File: src/hdl/tzpg_pkg.sv
// Package: gesture codes, constants and the event bundle of the passage classifier.
`default_nettype none
package tzpg_pkg;

	localparam int SEQ_LEN = 5;
	localparam int IDX_W = 3;
	localparam logic [15:0] THRESH_RESET = 16'd800;

	typedef enum logic [3:0] {
		G_START     = 4'd0,
		G_IN_RANGE  = 4'd1,
		G_END       = 4'd2,
		G_IN_OUT    = 4'd3,
		G_ENTERS    = 4'd4,
		G_LEAVES    = 4'd5,
		G_TRY_ENTER = 4'd6,
		G_TRY_LEAVE = 4'd7,
		G_TOO_FAST  = 4'd8,
		G_DET_ERR   = 4'd9,
		G_NOT_FULL  = 4'd10,
		G_READ_ERR  = 4'd11
	} gesture_t;

	// events produced by one sample: up to two words
	typedef struct packed {
		logic [1:0]         n;
		gesture_t           g0;
		gesture_t           g1;
		logic signed [15:0] cnt_old;
		logic signed [15:0] cnt_new;
	} evt_t;

endpackage
`default_nettype wire

File: src/hdl/tzpg_if.sv
// Interfaces: sample channel and gesture event channel.
`default_nettype none
interface tzpg_sample_if;
	logic        valid;
	logic        ready;
	logic        read_ok;
	logic [15:0] front_dist_mm;
	logic [15:0] back_dist_mm;

	modport source (output valid, read_ok, front_dist_mm, back_dist_mm, input ready);
	modport sink (input valid, read_ok, front_dist_mm, back_dist_mm, output ready);
endinterface

interface tzpg_event_if;
	logic               valid;
	logic               ready;
	logic [3:0]         gesture;
	logic signed [15:0] people_count;
	logic               last_of_run;

	modport source (output valid, gesture, people_count, last_of_run, input ready);
	modport sink (input valid, gesture, people_count, last_of_run, output ready);
endinterface
`default_nettype wire

File: src/hdl/tzpg_core.sv
// Classifier core: zone status, sequence state, decode and occupancy count.
`default_nettype none
module tzpg_core (
	input  wire logic          clk,
	input  wire logic          arst_n,
	input  wire logic          advance,
	input  wire logic          read_ok,
	input  wire logic [15:0]   front_dist_mm,
	input  wire logic [15:0]   back_dist_mm,
	input  wire logic [15:0]   threshold_mm,
	output tzpg_pkg::evt_t     evt
);
	import tzpg_pkg::*;

	logic [IDX_W-1:0]   idx_q, idx_d;
	logic [1:0]         last_q, last_d;
	logic [1:0]         seq_q [SEQ_LEN];
	logic [1:0]         seq_d [SEQ_LEN];
	logic signed [15:0] occ_q, occ_d;
	logic [1:0]         now;
	logic [1:0]         n;
	gesture_t           g0, g1, gx;
	logic [3:0]         sum;

	assign now = {front_dist_mm < threshold_mm, back_dist_mm < threshold_mm};

	always_comb begin
		idx_d = idx_q;
		last_d = last_q;
		seq_d = seq_q;
		occ_d = occ_q;
		n = 2'd0;
		g0 = G_START;
		g1 = G_START;
		gx = G_START;
		sum = 4'd0;
		if (!read_ok) begin
			n = 2'd1;
			g0 = G_READ_ERR;
		end else begin
			if (now != last_q) begin
				if (idx_q == 3'd0)
					g0 = G_START;
				else if (idx_q == 3'd3)
					g0 = G_END;
				else
					g0 = G_IN_RANGE;
				n = 2'd1;
				if (idx_q < IDX_W'(SEQ_LEN - 1)) begin
					idx_d = idx_q + 3'd1;
					for (int k = 0; k < SEQ_LEN; k++)
						if (idx_d == IDX_W'(k))
							seq_d[k] = now;
				end
				last_d = now;
				if (idx_d == 3'd4 && seq_d[2] == 2'd3 && seq_d[4] == 2'd3) begin
					g1 = G_IN_OUT;
					n = 2'd2;
					idx_d = 3'd2;
					seq_d[3] = 2'd0;
					seq_d[4] = 2'd0;
				end
			end else if (now == 2'd0) begin
				idx_d = 3'd0;
			end

			if (idx_d == 3'd1 && now == 2'd3) begin
				if (n == 2'd0)
					g0 = G_TOO_FAST;
				else
					g1 = G_TOO_FAST;
				n = n + 2'd1;
			end

			if (idx_d == 3'd4 || (idx_d == 3'd2 && now == 2'd0)) begin
				for (int k = 0; k < SEQ_LEN; k++)
					sum = sum + {2'b00, seq_d[k]};
				case (sum)
					4'd6: begin
						if (seq_d[1] == 2'd2) begin
							gx = G_ENTERS;
							if (occ_q != 16'sh7FFF)
								occ_d = occ_q + 16'sd1;
						end else if (seq_d[1] == 2'd1) begin
							gx = G_LEAVES;
							if (occ_q != -16'sh8000)
								occ_d = occ_q - 16'sd1;
						end else begin
							gx = G_DET_ERR;
						end
					end
					4'd2, 4'd7: gx = G_TRY_ENTER;
					4'd1, 4'd5: gx = G_TRY_LEAVE;
					4'd3:       gx = G_TOO_FAST;
					default:    gx = G_NOT_FULL;
				endcase
				if (n == 2'd0)
					g0 = gx;
				else
					g1 = gx;
				n = n + 2'd1;
				idx_d = 3'd0;
				last_d = 2'd0;
				for (int k = 0; k < SEQ_LEN; k++)
					seq_d[k] = 2'd0;
			end
		end
	end

	assign evt.n = n;
	assign evt.g0 = g0;
	assign evt.g1 = g1;
	assign evt.cnt_old = occ_q;
	assign evt.cnt_new = occ_d;

	always_ff @(posedge clk or negedge arst_n) begin
		if (!arst_n) begin
			idx_q <= '0;
			last_q <= '0;
			occ_q <= '0;
			for (int k = 0; k < SEQ_LEN; k++)
				seq_q[k] <= 2'd0;
		end else if (advance) begin
			idx_q <= idx_d;
			last_q <= last_d;
			occ_q <= occ_d;
			seq_q <= seq_d;
		end
	end

	a_idx_range: assert property (@(posedge clk) disable iff (!arst_n)
		idx_q < IDX_W'(SEQ_LEN))
		else $error("sequence index out of range");

	a_occ_step: assert property (@(posedge clk) disable iff (!arst_n)
		!advance |=> occ_q == $past(occ_q))
		else $error("count moved without a sample");

endmodule
`default_nettype wire

File: src/hdl/tzpg_obuf.sv
// Result buffer: holds the one or two event words of a sample and drains them.
`default_nettype none
module tzpg_obuf (
	input  wire logic          clk,
	input  wire logic          arst_n,
	input  wire logic          load,
	input  wire tzpg_pkg::evt_t evt,
	output logic               can_load,
	tzpg_event_if.source       results
);
	import tzpg_pkg::*;

	logic [1:0]         cnt_q;
	logic               rd_q;
	gesture_t           g0_q, g1_q;
	logic signed [15:0] c0_q, c1_q;
	logic               pop;

	assign pop = results.valid && results.ready;
	assign can_load = (cnt_q == 2'd0) || (cnt_q == 2'd1 && results.ready);

	assign results.valid = cnt_q != 2'd0;
	assign results.gesture = rd_q ? g1_q : g0_q;
	assign results.people_count = rd_q ? c1_q : c0_q;
	assign results.last_of_run = cnt_q == 2'd1;

	always_ff @(posedge clk or negedge arst_n) begin
		if (!arst_n) begin
			cnt_q <= '0;
			rd_q <= 1'b0;
		end else if (load) begin
			cnt_q <= evt.n;
			rd_q <= 1'b0;
		end else if (pop) begin
			cnt_q <= cnt_q - 2'd1;
			rd_q <= 1'b1;
		end
	end

	always_ff @(posedge clk) begin
		if (load) begin
			g0_q <= evt.g0;
			g1_q <= evt.g1;
			c0_q <= (evt.n == 2'd1) ? evt.cnt_new : evt.cnt_old;
			c1_q <= evt.cnt_new;
		end
	end

	a_cnt_max: assert property (@(posedge clk) disable iff (!arst_n)
		cnt_q != 2'd3)
		else $error("more than two words buffered");

	a_second_last: assert property (@(posedge clk) disable iff (!arst_n)
		rd_q && cnt_q != 2'd0 |-> cnt_q == 2'd1)
		else $error("second word not marked last");

endmodule
`default_nettype wire

File: src/hdl/two_zone_passage_gesture_classifier_unit.sv
// Top level: two-zone passage gesture classifier with occupancy count.
//
//  channel    dir  word
//  samples    in   read_ok, front_dist_mm, back_dist_mm
//  results    out  gesture, people_count, last_of_run
//  cfg        in   cfg_we / cfg_wdata -> threshold_mm
//
// A sample is registered in the input stage, classified there and its 0, 1 or 2 event
// words are loaded into the result buffer. One sample per cycle while each yields
// at most one word and results are taken; a two-word sample holds the input stage
// while the buffer drains its first word.
// Reset clears the sequence, the count and sets threshold_mm to 800.
// A stalled result channel stalls the input stage, then samples.ready drops.
`default_nettype none
module two_zone_passage_gesture_classifier_unit (
	input  wire logic        clk,
	input  wire logic        arst_n,
	tzpg_sample_if.sink      samples,
	tzpg_event_if.source     results,
	input  wire logic        cfg_we,
	input  wire logic [15:0] cfg_wdata
);
	import tzpg_pkg::*;

	logic        vld_s1;
	logic        read_ok_s1;
	logic [15:0] front_s1, back_s1;
	logic [15:0] thr_q;
	logic        can_load;
	logic        advance;
	logic        in_fire;
	evt_t        evt;

	assign advance = vld_s1 && can_load;
	assign samples.ready = !vld_s1 || advance;
	assign in_fire = samples.valid && samples.ready;

	always_ff @(posedge clk or negedge arst_n) begin
		if (!arst_n) begin
			vld_s1 <= 1'b0;
			thr_q <= THRESH_RESET;
		end else begin
			if (in_fire)
				vld_s1 <= 1'b1;
			else if (advance)
				vld_s1 <= 1'b0;
			if (cfg_we)
				thr_q <= cfg_wdata;
		end
	end

	always_ff @(posedge clk) begin
		if (in_fire) begin
			read_ok_s1 <= samples.read_ok;
			front_s1 <= samples.front_dist_mm;
			back_s1 <= samples.back_dist_mm;
		end
	end

	tzpg_core u_core (
		.clk           (clk),
		.arst_n        (arst_n),
		.advance       (advance),
		.read_ok       (read_ok_s1),
		.front_dist_mm (front_s1),
		.back_dist_mm  (back_s1),
		.threshold_mm  (thr_q),
		.evt           (evt)
	);

	tzpg_obuf u_obuf (
		.clk      (clk),
		.arst_n   (arst_n),
		.load     (advance && evt.n != 2'd0),
		.evt      (evt),
		.can_load (can_load),
		.results  (results)
	);

endmodule
`default_nettype wire
File: src/flat_wrapper.sv
// flat-port wrapper written by rule: the top's interface ports become plain ports
module two_zone_passage_gesture_classifier_unit_flat import tzpg_pkg::*;
  (clk, arst_n, cfg_we, cfg_wdata, samples_valid, samples_read_ok, samples_front_dist_mm, samples_back_dist_mm, samples_ready, results_valid, results_gesture, results_people_count, results_last_of_run, results_ready);
  tzpg_sample_if samples_i ();
  tzpg_event_if results_i ();
  input  wire logic clk;
  input  wire logic arst_n;
  input  wire logic cfg_we;
  input  wire logic [15:0] cfg_wdata;
  input wire logic [$bits(samples_i.valid)-1:0] samples_valid;
  input wire logic [$bits(samples_i.read_ok)-1:0] samples_read_ok;
  input wire logic [$bits(samples_i.front_dist_mm)-1:0] samples_front_dist_mm;
  input wire logic [$bits(samples_i.back_dist_mm)-1:0] samples_back_dist_mm;
  output wire logic [$bits(samples_i.ready)-1:0] samples_ready;
  output wire logic [$bits(results_i.valid)-1:0] results_valid;
  output wire logic [$bits(results_i.gesture)-1:0] results_gesture;
  output wire logic [$bits(results_i.people_count)-1:0] results_people_count;
  output wire logic [$bits(results_i.last_of_run)-1:0] results_last_of_run;
  input wire logic [$bits(results_i.ready)-1:0] results_ready;
  assign samples_i.valid = samples_valid;
  assign samples_i.read_ok = samples_read_ok;
  assign samples_i.front_dist_mm = samples_front_dist_mm;
  assign samples_i.back_dist_mm = samples_back_dist_mm;
  assign samples_ready = samples_i.ready;
  assign results_valid = results_i.valid;
  assign results_gesture = results_i.gesture;
  assign results_people_count = results_i.people_count;
  assign results_last_of_run = results_i.last_of_run;
  assign results_i.ready = results_ready;
  two_zone_passage_gesture_classifier_unit u_core (.clk(clk), .arst_n(arst_n), .samples(samples_i), .results(results_i), .cfg_we(cfg_we), .cfg_wdata(cfg_wdata));
endmodule
File: config.mk
export PLATFORM = sky130hd
export DESIGN_NAME = two_zone_passage_gesture_classifier_unit_flat
export DESIGN_NICKNAME = d
export VERILOG_FILES = /design/src/hdl/tzpg_pkg.sv /design/src/hdl/tzpg_if.sv /design/src/hdl/tzpg_core.sv /design/src/hdl/tzpg_obuf.sv /design/src/hdl/two_zone_passage_gesture_classifier_unit.sv /design/src/flat_wrapper.sv
export SDC_FILE = /design/constraint.sdc
export NUM_CORES = 1
export LEC_CHECK = 0
export ABC_CLOCK_PERIOD_IN_PS = 6350
export BUFFER_PORTS_ARGS = -buffer_cell sky130_fd_sc_hd__buf_2
export CAP_MARGIN = 5
export CELL_PAD_IN_SITES_DETAIL_PLACEMENT = 2
export CELL_PAD_IN_SITES_GLOBAL_PLACEMENT = 2
export CORE_MARGIN = 2
export CORE_UTILIZATION = 36
export DETAILED_ROUTE_END_ITERATION = 16
export PLACE_DENSITY_LB_ADDON = 0.1
export SLEW_MARGIN = 20
export SYNTH_ARGS = -nofsm -noshare
export SYNTH_HDL_FRONTEND = slang
export SYNTH_HIERARCHICAL = 1
export SYNTH_SLANG_ARGS = --single-unit
File: constraint.sdc
create_clock -name clk -period 6.35 [get_ports clk]
set_input_delay 0.3175 -clock clk [delete_from_list [all_inputs] [get_ports clk]]
set_output_delay 0.3175 -clock clk [all_outputs]
set_load 0.01 [all_outputs]
Word-level counts from Yosys, hierarchy flattened
Index checks and enable logic that the tools add are counted.
{"block": "word_totals", "word_cells": 146, "regBits": 124}
{"block": "op_classes", "eq_ne": 25, "n_mux": 61, "order_cmp": 3, "n_addsub": 10, "n_reduce_logical": 28}
{"operator": "two-way mux 16 bit", "count": 9}
{"operator": "two-way mux 10 bit", "count": 6}
{"operator": "two-way mux 4 bit", "count": 12}
{"operator": "two-way mux 2 bit", "count": 21}
{"operator": "< comparator 16 bit", "count": 2}
{"operator": "inequality test 16 bit, second input constant", "count": 2}
{"operator": "two-way mux 3 bit", "count": 8}
{"operator": "adder 16 x 2 -> 16 bit, second input constant", "count": 1}
{"operator": "one-hot mux 4 bit (4 select lines)", "count": 1}
{"operator": "subtractor 16 x 2 -> 16 bit, second input constant", "count": 1}
{"operator": "== test 3 x 2 -> 1 bit, second input constant", "count": 4}
{"operator": "== test 4 x 3 -> 1 bit, second input constant", "count": 3}
{"operator": "nonzero test 2 bit", "count": 5}
{"operator": "== test 3 bit, second input constant", "count": 3}
{"operator": "logical AND 1 bit", "count": 9}
{"operator": "adder 4 x 2 -> 4 bit", "count": 2}
{"operator": "== test 2 bit, second input constant", "count": 4}
{"operator": "== test 4 x 2 -> 1 bit, second input constant", "count": 2}
{"operator": "logical NOT 2 bit", "count": 4}
{"operator": "== test 2 x 1 -> 1 bit, second input constant", "count": 3}
{"operator": "== test 3 x 1 -> 1 bit, second input constant", "count": 2}
{"operator": "logical NOT 3 bit", "count": 2}
{"operator": "adder 2 x 1 -> 2 bit, second input constant", "count": 2}
{"operator": "adder 3 x 2 -> 4 bit", "count": 1}
{"operator": "12 further kinds", "count": 18}

Longest topological paths before layout
{"block": "logic_depth", "word_depth": 22, "depth_mapped": 25, "ltp_nobuf": 25}

By module
Netlist, hierarchy kept.
{"mod": "tzpg_core", "area_per_inst_um2": 4021.4, "cells_each": 522, "n_inst": 1, "seq_area_each_um2": 775.7}
{"mod": "tzpg_obuf", "area_per_inst_um2": 1884.3, "cells_each": 100, "n_inst": 1, "seq_area_each_um2": 1276.2}
{"mod": "two_zone_passage_gesture_classifier_unit", "area_per_inst_um2": 1701.6, "cells_each": 73, "n_inst": 1, "seq_area_each_um2": 1420.1}

Worst setup path after synthesis
OpenSTA, ideal clock, no wires.
{"block": "synth_timing", "kind": "register -> register", "start": "register u_core.thr_q[5]", "end": "register u_core.u_obuf.c0_q[11], data pin", "setup_time_ns": 0.260, "t_arrival_ns": 6.218, "setup_slack_ns": -0.128, "stages_incl_launch_ff": 25, "n_path_buf": 1, "path_cell_list": "dfstp_2 inv_1 ha_1 a41oi_1 o21ai_0 a211o_1 or4_4 a221oi_2 and2_1 o21a_1 o32ai_1 fa_1 fa_1 inv_1 fa_1 fa_1 xnor2_1 nand2_1 nor3_1 nand2_1 a211oi_4 buf_6 nand2_1 xnor2_1 mux2_4"}
{"item": "from (decl)", "line": "two_zone_passage_gesture_classifier_unit.sv:28", "rtl": "logic [15:0] thr_q;"}
{"item": "from (signal assigned)", "line": "two_zone_passage_gesture_classifier_unit.sv:48", "rtl": "thr_q <= cfg_wdata;"}
{"item": "to (signal assigned)", "line": "tzpg_obuf.sv:44", "rtl": "c0_q <= (evt.n == 2'd1) ? evt.cnt_new : evt.cnt_old;"}
{"item": "to (decl)", "line": "tzpg_obuf.sv:16", "rtl": "logic signed [15:0] c0_q, c1_q;"}

==> flow_summary_export.csv <==
group,metric,value,unit
run_status,outcome,"finished, violations left",
run_status,violations,"setup timing",
sta,finalCritPeriodShare,101,%
power,p_clk_share,17.3,%
sta,rsz0062_at_grt,"yes",
clock_tree,htreeDepth,4,
synthesis,synth_nets,803,
cells_and_area,area_growth,27.3,%
sta,period_needed,6.44,ns
drt,vias_per_cell,5.36,
global_routing,first_global_vias,6945,
floorplan,rows,53,
sta,hold_ws,0.0402,ns
sta,finalSetupTns,-0.864,ns
synthesis,yosys-top-cells-count,"nand2_1, edfxtp_1, dfrtp_1, ha_1, inv_1",
synthesis,ys.flop_type,"edfxtp_1",
drt,drt.antenna.violating_nets,0,
clock_tree,root_buffer,"clkbuf_16",
sta,finalWorstSetupSlack,-0.0940,ns
floorplan,core,20900,µm²
job,max_cap_violations,0,
drt,drtIter0Drc,267,
sta,tightest_slew,0.984,ns
power,p_int,3.18,mW
synthesis,seq_area_frac_synth,45.6,%
clock_tree,cts_tree,"built",
critical_path,endpoint_kind,"register",
drt,drc,0,
drt,drt-pass1-iter-count,4,
global_routing,overflow,0,
synthesis,synthTopCellsByArea,"edfxtp_1, dfrtp_1, ha_1",
floorplan,die_w,149,µm
cells_and_area,multi_input_area,4100,µm²
clock_tree,numClockSinks,124,
floorplan,start_util,36.4,%
sta,hold_viol,0,
synthesis,synth_top_area_share,28.8,%
clock_tree,cts_buffers,17,
placed_design,dpl.hpwl,17300,µm
power,leakagePower,4.15,nW
critical_path,path_class,"register to register",
floorplan,dieArea,22300,µm²
cells_and_area,fin_util,46.4,%
sta,finalSetupViolations,13,
sta,slew_headroom,34.4,%
floorplan,die_y,149,µm
clock_tree,postCtsHoldBufs,0,
critical_path,startpoint_type,"register",
synthesis,synth_most_common_cell,"nand2_1",
global_routing,grtUsageTotal,22.1,%
min_path,min_path_type,"input pin to async pin",
sta,fmax,0.155,GHz
synthesis,async_flop_share,41.1,%
cells_and_area,final_cells,1129,
synthesis,synth.avg_cell_area,10.9,µm²
global_routing,antenna_found_initial,0,
cells_and_area,register_area,3470,µm²
clock_tree,clk_pin_slew_worst_paths,0.07,ns
drt,wirelength,24000,µm
placed_design,gp_congestion,0.836,
placed_design,io_buffers,76,
synthesis,yosys_register_bits,124,
power,pwr-share-comb,59.4,%
cells_and_area,final_nets,949,
synthesis,synth.distinct_cells,76,
critical_path,cp_max_fo,4,
global_routing,grt_pass1_wl,37700,µm
clock_tree,clockBufferDepth,2,
synthesis,synth_top_area_cell,"edfxtp_1",
clock_tree,clock_latency,0.43,ns
drt,dr_total_vias,6054,
sta,skew,0.0172,ns
synthesis,syn-cell-area,7610,µm²
critical_path,critPathRequiredTime,6.52,ns
synthesis,netlist_instances,695,
cells_and_area,drive_gt1_share,37.0,%
global_routing,grt_max_degree,52,
power,powerDensity,580,nW/µm²
drt,wl_per_cell,21.2,µm
sta,drv_slew,0,
placed_design,dp.cells,1086,
cells_and_area,fill_cells,2179,
cells_and_area,antenna_cells,0,
synthesis,yosys_warnings,6,
power,switching_share,43.3,%
floorplan,ios,77,
synthesis,synth_edf_count,73,
power,p_switching,2.43,mW
power,vdd_drop_max,352,µV
power,seq_power_share,23.3,%
critical_path,worstPathArrival,6.62,ns
## cell type report
type,instances,area share (%)
inverters,44,1.71
clock inverters,13,1.50
flip-flops and latches,124,35.8
clock buffers,19,4.47
repair buffers,157,10.6
multi-input cells,497,42.3
well taps,275,3.55
## metal layers
metal  routed length (µm)  track usage, %
met1                10200            26.5
met2                13000            40.7
met3                  409            3.91
met4                  312            5.57
met5                    0               0
## sequential cells by signal (all words and copies together), names as in the netlist, 3 cells and up
signal / cells
u_core/u_core/occ_q: 16
u_core/u_obuf/c0_q: 16
u_core/u_obuf/c1_q: 16
u_core/front_s1: 16
u_core/thr_q: 16
u_core/u_core/idx_q: 3
u_core/u_obuf/g0_q: 4
u_core/u_core/seq_q: 10
u_core/back_s1: 16
u_core/u_obuf/g1_q: 4
## timing repair
item | in CTS | in global routing
setup buffers | 4 | 7
setup endpoints to repair | 50 | 49
pin swaps | 8 | 17
gates resized for setup | 18 | 52
## worst max-delay path, stage by stage, from the launching register on
cell and delay (ns):
dfstp_2 0.56, inv_2 0.06, ha_4 0.22, a41oi_2 0.18
o21ai_2 0.09, a211o_1 0.34, or4_4 0.51, a221oi_4 0.26
and2_4 0.19, o21a_1 0.17, o32ai_4 0.11, fa_1 0.49
fa_1 0.49, inv_1 0.06, fa_2 0.36, fa_2 0.37
xnor2_2 0.23, nand2_2 0.11, nor3_4 0.22, nand2_2 0.12
a211oi_4 0.27, buf_6 0.15, buf_6 0.11, mux2i_1 0.19
nor2_1 0.07, mux2_4 0.27
## metrics by stage
stage | area, µm² | power [mW] | setup slack [ns]
global route | 9690 | 6.05 | -0.280
floorplan | 7620 | 3.14 | 0.0258
CTS | 9380 | 5.37 | -0.0153
finish | 9690 | 5.62 | -0.0940
global placement | 8700 | 4.06 | -0.101
detailed placement | 8700 | 4.25 | -0.381
## worst paths after layout
kind                                          from                     end  slack, ns  depth (start not counted)
setup / recovery                   u_core/thr_q[5]  u_core/u_obuf/c0_q[12]      -0.09                         25
hold reg to reg             u_core/u_core/seq_q[7]  u_core/u_core/seq_q[7]       0.49                          2
min in group clk           samples_back_dist_mm[2]       u_core/back_s1[2]       0.06                          1
setup reg to reg                   u_core/thr_q[5]  u_core/u_obuf/c0_q[12]      -0.09                         25
max in group asynchronous                   arst_n  u_core/u_core/occ_q[0]       5.77                          2
hold / removal                              arst_n         u_core/thr_q[1]       0.04                          2
## kinds of logic (layout without fill, tap and decap cells)
group / after synthesis / in the layout / share of synthesized area [%]
simple gates: 218 / 218 / 14.2
compound gates: 142 / 142 / 13.6
flops: 124 / 124 / 45.6
buf+inv: 74 / 233 / 4.62
mux: 58 / 58 / 9.51
fa+ha+maj: 54 / 54 / 9.47
xor+xnor: 25 / 25 / 2.88
## power groups by stage
stage / Clock [mW] / Sequential, mW / Combinational [mW]
final: 0.970 / 1.31 / 3.34
after global routing: 1.02 / 1.34 / 3.68
after CTS: 0.993 / 1.31 / 3.07
after detailed placement: 0 / 1.32 / 2.93
after global placement: 0 / 1.30 / 2.75
after floorplan: 0 / 1.25 / 1.90
## placed cells by master (no fill, tap or decap), types with 12 or more instances in the layout
master	count
a21oi_1	23
buf_2	76
buf_4	73
clkbuf_16	17
dfrtp_1	48
edfxtp_1	73
ha_1	43
inv_1	41
mux2_2	33
mux2_4	21
nand2_1	71
nand2b_1	12
nand3_1	21
nand4_1	15
nor2_1	34
o21ai_0	23
xnor2_1	20
Power figures use the tool's default switching activity.
